--- src/design/fpac_pkg.sv ---
`timescale 1ns / 1ps

package fpac_pkg;

    localparam int PARTITIONS   = 4;
    localparam int ENTRY_SLOTS  = 4;
    localparam int ADDR_BITS    = 24;

    localparam int ID_W         = 32;
    localparam int FLAGS_W      = 4;
    localparam int LOG2_W       = 5;
    localparam int BASE_W       = 24;
    localparam int SIZE_W       = 25;
    localparam int ATTRS_W      = 46;
    localparam int EXTENT_W     = 49;
    localparam int CFG_DATA_W   = 49;
    localparam int CFG_INDEX_W  = 3;
    localparam int SLOT_W       = 2;
    localparam int OFF_W        = 32;
    localparam int LEN_W        = 32;
    localparam int FLASH_ADDR_W = 24;

    // Attribute word layout.
    localparam int FLAG_LO      = 32;
    localparam int EB_LO        = 36;
    localparam int WU_LO        = 41;

    // Flag bits inside the attribute flags nibble.
    localparam int FLAG_READ    = 0;
    localparam int FLAG_WRITE   = 1;
    localparam int FLAG_ERASE   = 2;

    // Low bit of the register index selects the word of an entry.
    localparam logic CFG_SEL_ATTRS  = 1'b0;
    localparam logic CFG_SEL_EXTENT = 1'b1;

    typedef enum logic [1:0] {
        OP_READ  = 2'd0,
        OP_ERASE = 2'd1,
        OP_WRITE = 2'd2,
        OP_FLUSH = 2'd3
    } op_t;

    typedef enum logic [1:0] {
        ST_OK        = 2'd0,
        ST_INVALID   = 2'd1,
        ST_NOT_FOUND = 2'd2,
        ST_DENIED    = 2'd3
    } status_t;

    typedef struct packed {
        logic               found;
        logic [BASE_W-1:0]  base;
        logic [SIZE_W-1:0]  size;
        logic [FLAGS_W-1:0] flags;
        logic [LOG2_W-1:0]  eb_log2;
        logic [LOG2_W-1:0]  wu_log2;
    } entry_t;

endpackage

--- src/design/fpac_req_if.sv ---
`timescale 1ns / 1ps

interface fpac_req_if;
    logic        valid;
    logic        ready;
    logic [1:0]  op;
    logic [31:0] part_id;
    logic [31:0] rel_offset;
    logic [31:0] length;

    modport source (output valid, output op, output part_id, output rel_offset,
                    output length, input ready);
    modport sink (input valid, input op, input part_id, input rel_offset,
                  input length, output ready);
endinterface

--- src/design/fpac_rsp_if.sv ---
`timescale 1ns / 1ps

interface fpac_rsp_if;
    logic        valid;
    logic        ready;
    logic [1:0]  status;
    logic [23:0] flash_addr;
    logic        issue;

    modport source (output valid, output status, output flash_addr, output issue,
                    input ready);
    modport sink (input valid, input status, input flash_addr, input issue,
                  output ready);
endinterface

--- src/design/fpac_table.sv ---
`timescale 1ns / 1ps

module fpac_table
    import fpac_pkg::*;
(
    input  logic                   clk,
    input  logic                   rst_n,
    input  logic                   cfg_we,
    input  logic [CFG_INDEX_W-1:0] cfg_index,
    input  logic [CFG_DATA_W-1:0]  cfg_data,
    input  logic [ID_W-1:0]        part_id,
    output entry_t                 hit
);

    logic [ATTRS_W-1:0]  attrs_reg  [ENTRY_SLOTS];
    logic [EXTENT_W-1:0] extent_reg [ENTRY_SLOTS];
    logic [SLOT_W-1:0]   wr_slot;

    assign wr_slot = cfg_index[CFG_INDEX_W-1:1];

    always_ff @(posedge clk or negedge rst_n)
    begin
        if (!rst_n)
        begin
            for (int i = 0; i < ENTRY_SLOTS; i++)
            begin
                attrs_reg[i]  <= '0;
                extent_reg[i] <= '0;
            end
        end
        else if (cfg_we)
        begin
            if (cfg_index[0] == CFG_SEL_ATTRS)
                attrs_reg[wr_slot] <= cfg_data[ATTRS_W-1:0];
            else
                extent_reg[wr_slot] <= cfg_data[EXTENT_W-1:0];
        end
    end

    // Walk from the top entry down so that the lowest matching entry wins.
    always_comb
    begin
        hit = '0;
        for (int i = PARTITIONS - 1; i >= 0; i--)
        begin
            if (extent_reg[i][BASE_W +: SIZE_W] != '0
                && attrs_reg[i][ID_W-1:0] == part_id)
            begin
                hit.found   = 1'b1;
                hit.base    = extent_reg[i][BASE_W-1:0];
                hit.size    = extent_reg[i][BASE_W +: SIZE_W];
                hit.flags   = attrs_reg[i][FLAG_LO +: FLAGS_W];
                hit.eb_log2 = attrs_reg[i][EB_LO +: LOG2_W];
                hit.wu_log2 = attrs_reg[i][WU_LO +: LOG2_W];
            end
        end
    end

endmodule

--- src/design/flash_partition_access_check_top.sv ---
`timescale 1ns / 1ps

// Checks flash access requests against a four-entry partition table that is
// written through the cfg port, and returns one response per request with the
// status, the absolute flash address and the issue flag. The datapath is a
// three-stage pipeline (table lookup, permission/alignment/partition range,
// device range and result), and a new request can be taken in every cycle
// while responses are accepted; a stalled response holds the pipeline
// without losing or repeating anything. The table should only be written
// while no request is in flight.

module flash_partition_access_check_top
    import fpac_pkg::*;
(
    input  logic                   clk,
    input  logic                   rst_n,
    input  logic                   cfg_we,
    input  logic [CFG_INDEX_W-1:0] cfg_index,
    input  logic [CFG_DATA_W-1:0]  cfg_data,
    fpac_req_if.sink               req,
    fpac_rsp_if.source             rsp
);

    localparam logic [LEN_W+1:0] ADDR_SPAN = (LEN_W+2)'(1) << ADDR_BITS;

    entry_t hit;

    // Stage 1: lookup result and request.
    logic              s1_valid_reg;
    op_t               s1_op_reg;
    logic [OFF_W-1:0]  s1_off_reg;
    logic [LEN_W-1:0]  s1_len_reg;
    entry_t            s1_entry_reg;

    // Stage 2: early status and partial sums.
    logic              s2_valid_reg;
    status_t           s2_status_reg;
    logic              s2_pending_reg;
    logic              s2_flush_reg;
    logic [OFF_W:0]    s2_addr_reg;
    logic [LEN_W-1:0]  s2_len_reg;

    // Stage 3: response register.
    logic                    s3_valid_reg;
    status_t                 s3_status_reg;
    logic [FLASH_ADDR_W-1:0] s3_addr_reg;
    logic                    s3_issue_reg;

    logic s1_ready, s2_ready, s3_ready;

    fpac_table u_table (
        .clk       (clk),
        .rst_n     (rst_n),
        .cfg_we    (cfg_we),
        .cfg_index (cfg_index),
        .cfg_data  (cfg_data),
        .part_id   (req.part_id),
        .hit       (hit)
    );

    assign s3_ready  = !s3_valid_reg || rsp.ready;
    assign s2_ready  = !s2_valid_reg || s3_ready;
    assign s1_ready  = !s1_valid_reg || s2_ready;
    assign req.ready = s1_ready;

    // Stage 2 logic.
    logic [OFF_W-1:0] eb_mask, wu_mask, off_or_len;
    logic [OFF_W:0]   rel_end;
    logic             denied, misaligned, out_of_part;
    status_t          s2_status_next;
    logic             s2_pending_next;

    always_comb
    begin
        eb_mask     = ~({OFF_W{1'b1}} << s1_entry_reg.eb_log2);
        wu_mask     = ~({OFF_W{1'b1}} << s1_entry_reg.wu_log2);
        off_or_len  = s1_off_reg | s1_len_reg;
        rel_end     = {1'b0, s1_off_reg} + {1'b0, s1_len_reg};
        out_of_part = rel_end > (OFF_W+1)'(s1_entry_reg.size);
        denied      = 1'b0;
        misaligned  = 1'b0;
        unique case (s1_op_reg)
            OP_READ:  denied = !s1_entry_reg.flags[FLAG_READ];
            OP_ERASE:
            begin
                denied     = !s1_entry_reg.flags[FLAG_ERASE];
                misaligned = (off_or_len & eb_mask) != '0;
            end
            OP_WRITE:
            begin
                denied     = !s1_entry_reg.flags[FLAG_WRITE];
                misaligned = (off_or_len & wu_mask) != '0;
            end
            OP_FLUSH: denied = 1'b0;
            default:  denied = 1'b0;
        endcase

        s2_pending_next = 1'b0;
        priority if (!s1_entry_reg.found)
            s2_status_next = ST_NOT_FOUND;
        else if (s1_op_reg == OP_FLUSH)
            s2_status_next = ST_OK;
        else if (denied)
            s2_status_next = ST_DENIED;
        else if (misaligned || out_of_part)
            s2_status_next = ST_INVALID;
        else
        begin
            // Still subject to the device range check in stage 3.
            s2_status_next  = ST_OK;
            s2_pending_next = 1'b1;
        end
    end

    // Stage 3 logic.
    logic [LEN_W+1:0] abs_end;
    logic             past_device;
    status_t          s3_status_next;
    logic             s3_ok;

    always_comb
    begin
        abs_end        = {1'b0, s2_addr_reg} + (LEN_W+2)'(s2_len_reg);
        past_device    = abs_end > ADDR_SPAN;
        s3_status_next = (s2_pending_reg && past_device) ? ST_INVALID : s2_status_reg;
        s3_ok          = s2_pending_reg && !past_device;
    end

    always_ff @(posedge clk or negedge rst_n)
    begin
        if (!rst_n)
        begin
            s1_valid_reg <= 1'b0;
            s2_valid_reg <= 1'b0;
            s3_valid_reg <= 1'b0;
        end
        else
        begin
            if (s1_ready)
                s1_valid_reg <= req.valid;
            if (s2_ready)
                s2_valid_reg <= s1_valid_reg;
            if (s3_ready)
                s3_valid_reg <= s2_valid_reg;
        end
    end

    always_ff @(posedge clk)
    begin
        if (s1_ready && req.valid)
        begin
            s1_op_reg    <= op_t'(req.op);
            s1_off_reg   <= req.rel_offset;
            s1_len_reg   <= req.length;
            s1_entry_reg <= hit;
        end
        if (s2_ready && s1_valid_reg)
        begin
            s2_status_reg  <= s2_status_next;
            s2_pending_reg <= s2_pending_next;
            s2_flush_reg   <= s1_op_reg == OP_FLUSH;
            s2_addr_reg    <= (OFF_W+1)'(s1_entry_reg.base) + {1'b0, s1_off_reg};
            s2_len_reg     <= s1_len_reg;
        end
        if (s3_ready && s2_valid_reg)
        begin
            s3_status_reg <= s3_status_next;
            s3_addr_reg   <= s3_ok ? s2_addr_reg[FLASH_ADDR_W-1:0] : '0;
            s3_issue_reg  <= s3_ok && !s2_flush_reg && (s2_len_reg != '0);
        end
    end

    assign rsp.valid      = s3_valid_reg;
    assign rsp.status     = s3_status_reg;
    assign rsp.flash_addr = s3_addr_reg;
    assign rsp.issue      = s3_issue_reg;

endmodule
--- src/flat_wrapper.sv ---
// flat-port wrapper written by rule: the top's interface ports become plain ports
module flash_partition_access_check_top_flat import fpac_pkg::*;
  (clk, rst_n, cfg_we, cfg_index, cfg_data, req_valid, req_op, req_part_id, req_rel_offset, req_length, req_ready, rsp_valid, rsp_status, rsp_flash_addr, rsp_issue, rsp_ready);
  fpac_req_if req_i ();
  fpac_rsp_if rsp_i ();
  input  logic clk;
  input  logic rst_n;
  input  logic cfg_we;
  input  logic [CFG_INDEX_W-1:0] cfg_index;
  input  logic [CFG_DATA_W-1:0] cfg_data;
  input wire logic [$bits(req_i.valid)-1:0] req_valid;
  input wire logic [$bits(req_i.op)-1:0] req_op;
  input wire logic [$bits(req_i.part_id)-1:0] req_part_id;
  input wire logic [$bits(req_i.rel_offset)-1:0] req_rel_offset;
  input wire logic [$bits(req_i.length)-1:0] req_length;
  output wire logic [$bits(req_i.ready)-1:0] req_ready;
  output wire logic [$bits(rsp_i.valid)-1:0] rsp_valid;
  output wire logic [$bits(rsp_i.status)-1:0] rsp_status;
  output wire logic [$bits(rsp_i.flash_addr)-1:0] rsp_flash_addr;
  output wire logic [$bits(rsp_i.issue)-1:0] rsp_issue;
  input wire logic [$bits(rsp_i.ready)-1:0] rsp_ready;
  assign req_i.valid = req_valid;
  assign req_i.op = req_op;
  assign req_i.part_id = req_part_id;
  assign req_i.rel_offset = req_rel_offset;
  assign req_i.length = req_length;
  assign req_ready = req_i.ready;
  assign rsp_valid = rsp_i.valid;
  assign rsp_status = rsp_i.status;
  assign rsp_flash_addr = rsp_i.flash_addr;
  assign rsp_issue = rsp_i.issue;
  assign rsp_i.ready = rsp_ready;
  flash_partition_access_check_top u_core (.clk(clk), .rst_n(rst_n), .cfg_we(cfg_we), .cfg_index(cfg_index), .cfg_data(cfg_data), .req(req_i), .rsp(rsp_i));
endmodule
--- config.mk ---
export PLATFORM = sky130hd
export DESIGN_NAME = flash_partition_access_check_top_flat
export DESIGN_NICKNAME = d
export VERILOG_FILES = /design/src/design/fpac_pkg.sv /design/src/design/fpac_req_if.sv /design/src/design/fpac_rsp_if.sv /design/src/design/fpac_table.sv /design/src/design/flash_partition_access_check_top.sv /design/src/flat_wrapper.sv
export SDC_FILE = /design/constraint.sdc
export NUM_CORES = 1
export LEC_CHECK = 0
export ABC_AREA = 1
export CAP_MARGIN = 10
export CORE_ASPECT_RATIO = 1.2
export CORE_UTILIZATION = 45
export CTS_BUF_LIST = sky130_fd_sc_hd__clkbuf_4 sky130_fd_sc_hd__clkbuf_8
export DETAILED_ROUTE_END_ITERATION = 12
export DONT_BUFFER_PORTS = 1
export PLACE_DENSITY = 0.61
export SKIP_CTS_REPAIR_TIMING = 1
export SLEW_MARGIN = 15
export SYNTH_ARGS = -nofsm -noshare
export SYNTH_HDL_FRONTEND = slang
export SYNTH_SLANG_ARGS = --single-unit
--- constraint.sdc ---
create_clock -name clk -period 3.6 [get_ports clk]
set_input_delay 0.36 -clock clk [delete_from_list [all_inputs] [get_ports clk]]
set_output_delay 0.36 -clock clk [all_outputs]
set_load 0.005 [all_outputs]
* Yosys cells after proc, flatten, opt, wreduce, memory -nomap -nowiden
Cells that the tools add are included.
W data, S select, Z words.
** Operators by class
- Add/sub/neg operators :: 3
- $lt $le $gt $ge :: 4
- Equality and inequality tests :: 7
- Shift operators :: 2
- Multiplexer cells :: 16
- Bitwise gates (word level) :: 8
- Reductions and logical operators :: 37
** Operator list (number)
- $bwmux W196 :: 1
- $mux W63 :: 3
- $bwmux W184 :: 1
- $eq A32 B32 Y1 :: 4
- $reduce_bool A25 Y1 :: 4
- $demux W49 S2 :: 1
- $reduce_bool A32 Y1 :: 3
- $demux W46 S2 :: 1
- $and A32 B32 Y32 :: 2
- $mux W64 :: 1
- $not A32 Y32 :: 2
- $shl A32 B5 Y32 const A :: 2
- $mux W49 :: 1
- $mux W46 :: 1
- $add A33 B32 Y34 :: 1
- $gt A34 B25 Y1 const B :: 1
- $add A24 B32 Y33 :: 1
- $add A32 B32 Y33 :: 1
- $gt A33 B25 Y1 :: 1
- $or A32 B32 Y32 :: 1
- $logic_and A1 B1 Y1 :: 12
- $logic_not A1 Y1 :: 8
- $reduce_or A3 Y1 :: 2
- $eq A2 B2 Y1 const B :: 2
- other kinds (13) :: 20
** Word-level totals
- Register bits after elaboration :: 608
- Bits of input ports :: 155
- Output and inout bits :: 29
- Logic and storage cells :: 106

* Longest topological paths before layout
- Depth in word-level cells :: 9
- Mapped depth :: 23

* Modules after synthesis
A second synthesis with hierarchy kept.
** Unflattened totals
- Cell total of the unflattened synthesis :: 4373
- Area total of the unflattened synthesis :: 34395.5 um^2
** Modules (own cells, without submodules)
- fpac_table :: instances 1, cells each 2491, area an instance 18780.5 um^2, seq. area each 9509.1 um^2
- flash_partition_access_check_top :: instances 1, cells each 1882, area an instance 15615.0 um^2, seq. area each 6831.6 um^2

* Least setup slack after synthesis
OpenSTA, ideal clock, no wires.
- Path type :: register to register
- From :: register u_core.s3_valid_reg, in the netlist u_core.rsp.valid
- To :: register u_core.s1_entry_reg[0] in the netlist's numbering, enable pin
- Setup time :: 482 ps
- Arrival :: 3196 ps
- Setup slack :: -78 ps
- Cell stages (with the launch flop) :: 6
- Clock period less this slack :: 3678 ps
- Cell sequence :: dfrtp_1 > nand2_1 > nor2_1 > nand2_1 > nand2_1 > inv_1
** On the way
- Cells in the longest elaborated chain, start to end :: 5
** RTL lines
- start: declaration :: RTL line flash_partition_access_check_top.sv:44 : logic s3_valid_reg;
- start signal: assignment :: RTL line flash_partition_access_check_top.sv:144 : s3_valid_reg <= s2_valid_reg;
- $logic_not A1 Y1 :: RTL line flash_partition_access_check_top.sv:61 : assign s3_ready = !s3_valid_reg || rsp.ready;
- $logic_or A1 B1 Y1 :: RTL line flash_partition_access_check_top.sv:61
- $logic_or A1 B1 Y1 :: RTL line flash_partition_access_check_top.sv:62 : assign s2_ready = !s2_valid_reg || s3_ready;
- $logic_or A1 B1 Y1 :: RTL line flash_partition_access_check_top.sv:63 : assign s1_ready = !s1_valid_reg || s2_ready;
- named net req_ready :: RTL line flat_wrapper.sv:16 : output wire logic [$bits(req_i.ready)-1:0] req_ready;
- $logic_and A1 B1 Y1 :: RTL line flash_partition_access_check_top.sv:150 : if (s1_ready && req.valid)
- end signal: assignment :: RTL line flash_partition_access_check_top.sv:155 : s1_entry_reg <= hit;
- end: declaration :: RTL line flash_partition_access_check_top.sv:33 : entry_t s1_entry_reg;
The timed path passes the listed nets, and every way through them passes these cells.
A chain may end at the register's enable or synchronous reset.

* Final worst setup path
- From :: register u_core.s1_off_reg[0]
- To :: register u_core.s2_status_reg[0] (data pin)
** On the way
- Cells in the longest elaborated chain, start to end :: 7
** RTL lines
- start: declaration :: RTL line flash_partition_access_check_top.sv:31 : logic [OFF_W-1:0] s1_off_reg;
- start signal: assignment :: RTL line flash_partition_access_check_top.sv:153 : s1_off_reg <= req.rel_offset;
- branches (longest 4 deep; another with $add A32 B32 Y33)
- $logic_or A1 B1 Y1 * :: RTL line flash_partition_access_check_top.sv:105 : else if (misaligned || out_of_part)
- $mux W1 * :: RTL line flash_partition_access_check_top.sv:105
- $mux W2 * :: RTL line flash_partition_access_check_top.sv:103 : else if (denied)
- end signal: assignment :: RTL line flash_partition_access_check_top.sv:159 : s2_status_reg <= s2_status_next;
- end: declaration :: RTL line flash_partition_access_check_top.sv:37 : status_t s2_status_reg;
Every way passes the cells marked *.

==> metrics.txt <==
Seq/Total Area, Yosys=49.1%; filler-free cell count of the finished design=between 5k and 6k; CTS tree=yes; Gate power share=~24%; dpl hpwl=approximately 77000 um; YS warnings=0; Hold Vio Cnt, Final=roughly 390; Post-DP Area=roughly 34000 um^2; Critical Path Sink Type=register; WHS=-0.656 ns; Reg power frac=between 40 and 50%; P&R area growth vs syn=14.2%; Clock transition at path regs=around 0.070 ns; Primary FF master, synth=dfrtp_1; Rows=108; fill cell count=between 6k and 7k; max_slew headroom=roughly 22%; Clock Sinks=604; CP Launch Type=register; CTS buffer count=98; first-pass GRT wire length=between 150000 and 200000 um; Finished Core Util=approximately 52%; clk buf depth=3; placed cells=slightly below 5k; critical path fanouts, max=3; vias post-DR=between 20k and 30k; antenna violations before repair=16; Root Driver=clkbuf_8; Die Wd=roughly 250 um; via/cell ratio=around 5.3; Worst Path Required=about 4.1 ns; layout cells sized above 1=under 10%; Static Leak=between 15 and 20 nW; min Tclk post-route=approximately 3.4 ns; synthesized cell area=between 30000 and 40000 um^2; WL/cell=20.0 um; Routed WL=between 100000 and 150000 um; Largest register FFs=between 150 and 200; Max Slew Vio Count=0; Setup-failing EPs final=0; io pins=about 180; worst vdd ir=roughly 0.00044 V; Pre-antenna DRT Iters=5; syn_nets=around 4.3k; worst slew pin tran=~1.2 ns; worst r2r path cells=19; maxcap violations=0; clock network power share=a little under a third; CP cell instances=ha_2 > fa_2 > buf_4 > nand3_1 > nand3_1 > buf_4 > a31oi_1 > xnor2_1 > ha_1 > a21oi_1 > o21ai_0 > nand3_1 > a21oi_1 > a211oi_1 > nand2_1 > nand2_2 > nand3_1 > nor2_1 > a21oi_1; total grt overflow=0; Hold Crit Class=primary input to asynchronous set/reset pin; EDFF count, synth=225; Die Ht=around 300 um; count of different cell masters after synthesis=53; instance count on the critical path=19; initial core utilization=45.6%; P_int=13.7 mW; fin crit share=between 90% and 100%; Syn Inst Count=about 4k; clock skew=0.0381 ns; critical path's most frequent cell=nand3_1; mean post-synth cell area=8.27 um^2; vias in the first global route=approximately 26k; Setup CP Type=register to register; IO buf count=0; clk_lat worst skew=between 0.7 and 0.8 ns; CP peak stage delay=about 0.4 ns; Psw=~6.9 mW; placer congestion estimate=around 1; gr usage total=approximately 28%; run status=finished with violations; CP bufs+invs=2; pwr dens=~540 nW/um^2; Critical Path AT=roughly 3.8 ns; maximum number of pins on one net before global-route repair=380; fin nets=between 4k and 5k; failing checks=negative hold slack; design area=37800 um^2; 1st-iter DRT viols=2148; Residual DRC=0; synthesized flop and latch total=roughly 600; slowest CP cell=edfxtp_1; CTS H-tree depth=3; core area=72600 um^2; family with the most delay on the worst path=adder cells; sw frac=between 30% and 40%; Routed Antenna Nets=0; asr flop ratio synth=a little over three fifths; die area=about 75000 um^2; fmax=around 300 MHz
## power groups by stage
stage          Clock (mW)  Combinational [mW]  Sequential, mW
2_1_floorplan           0                3.49            9.05
3_3_place_gp            0                4.71            9.29
3_5_place_dp            0                4.76            9.31
4_1_cts              6.47                4.79            9.19
5_1_grt              6.74                5.63            9.33
6_report             6.34                4.98            9.20
## Yosys cell counts, types with 73 or more instances
| library cell | instances | area, um^2 |
|---|---|---|
| nand2_1 | 976 | 3660 |
| o21ai_0 | 513 | 2570 |
| edfxtp_1 | 225 | 6760 |
| dfrtp_1 | 379 | 9480 |
| nand3_1 | 114 | 571 |
| nor2_1 | 331 | 1240 |
| ha_1 | 148 | 1850 |
| inv_1 | 501 | 1880 |
| xnor2_1 | 78 | 683 |
| a21oi_1 | 255 | 1280 |
| xor2_1 | 73 | 639 |
| clkbuf_1 | 103 | 387 |
## layout make-up
cell class | instances | area [um^2] | share of cell area (%)
diodes | 14 | 35.0 | 0.0928
flip-flops and latches | 604 | 16200 | 43.0
repair buffers | 180 | 1800 | 4.78
multi-input cells | 2744 | 14500 | 38.3
clock inverters | 21 | 134 | 0.355
inverters | 522 | 1960 | 5.20
well taps | 935 | 1170 | 3.10
clock buffers | 161 | 1950 | 5.17
## kinds of logic (layout without fill, tap and decap cells)
family                     count (synthesis)  count (layout)  share of synthesized area (%)
AOI/OAI and AO/OA                        823             823                           12.9
buffers and inverters                    651             884                           7.61
DFF                                      604             604                           49.1
other                                      0              14                              0
adders and majority gates                151             151                           5.78
xor gates and xnor gates                 151             151                           4.00
and+or+nand+nor                         1619            1619                           20.6
## through the flow
| step | TNS (ns) | setup WS, ns | total power [mW] |
|---|---|---|---|
| 2_1_floorplan | 0 | 0.457 | 12.5 |
| 5_1_grt | -0.00778 | -0.00778 | 21.7 |
| 3_5_place_dp | 0 | 0.175 | 14.1 |
| 4_1_cts | 0 | 0.132 | 20.5 |
| 3_3_place_gp | 0 | 0.140 | 14.0 |
| 6_report | 0 | 0.245 | 20.5 |
## worst paths after layout
check / start / end / slack (ns)
worst max register to register: u_core.s1_off_reg[0] / u_core.s2_status_reg[0] / 0.25
min in group clk: cfg_data[4] / u_core.u_table.extent_reg[53] / -0.04
worst min register to register: u_core.u_table.extent_reg[168] / u_core.u_table.extent_reg[168] / 0.48
max in group asynchronous: rst_n / u_core.u_table.attrs_reg[103] / 3.31
worst min-delay path: rst_n / u_core.u_table.extent_reg[34] / -0.66
worst max-delay path: u_core.s1_off_reg[0] / u_core.s2_status_reg[0] / 0.25
## routing by layer
layer  up-vias  global-route usage (%)  wire length (um)
met2       745                    48.2             51500
li1      13389                       -                 -
met3       219                    5.84              5440
met5         -                       0                64
met4        10                    12.8              4350
met1     12967                    32.5             42100
## layout by cell type, fill, tap and decap left out, types with 8 or more instances in the layout
cell           Yosys  final
xor2_1            73     71
dlygate4sd3_1      0    116
nand3_1          114    112
o21ai_0          513    509
dfrtp_1          379    379
nand4_1           55     55
buf_12             0     13
nand2_2            9     22
or2_2             15     15
a21oi_1          255    246
clkbuf_4           0     42
xnor2_1           78     78
nor3_1            29     28
inv_2             19     20
edfxtp_1         225    225
nor2_1           331    326
clkbuf_8           0    119
diode_2            0     14
nand2_1          976    963
nor2_2            10     14
ha_1             148    141
a21oi_2            1      9
buf_4              7     51
nor4_1            44     43
nor2_4            22     23
clkinv_2           0      8
inv_1            501    499
Power figures use the tool's default switching activity.
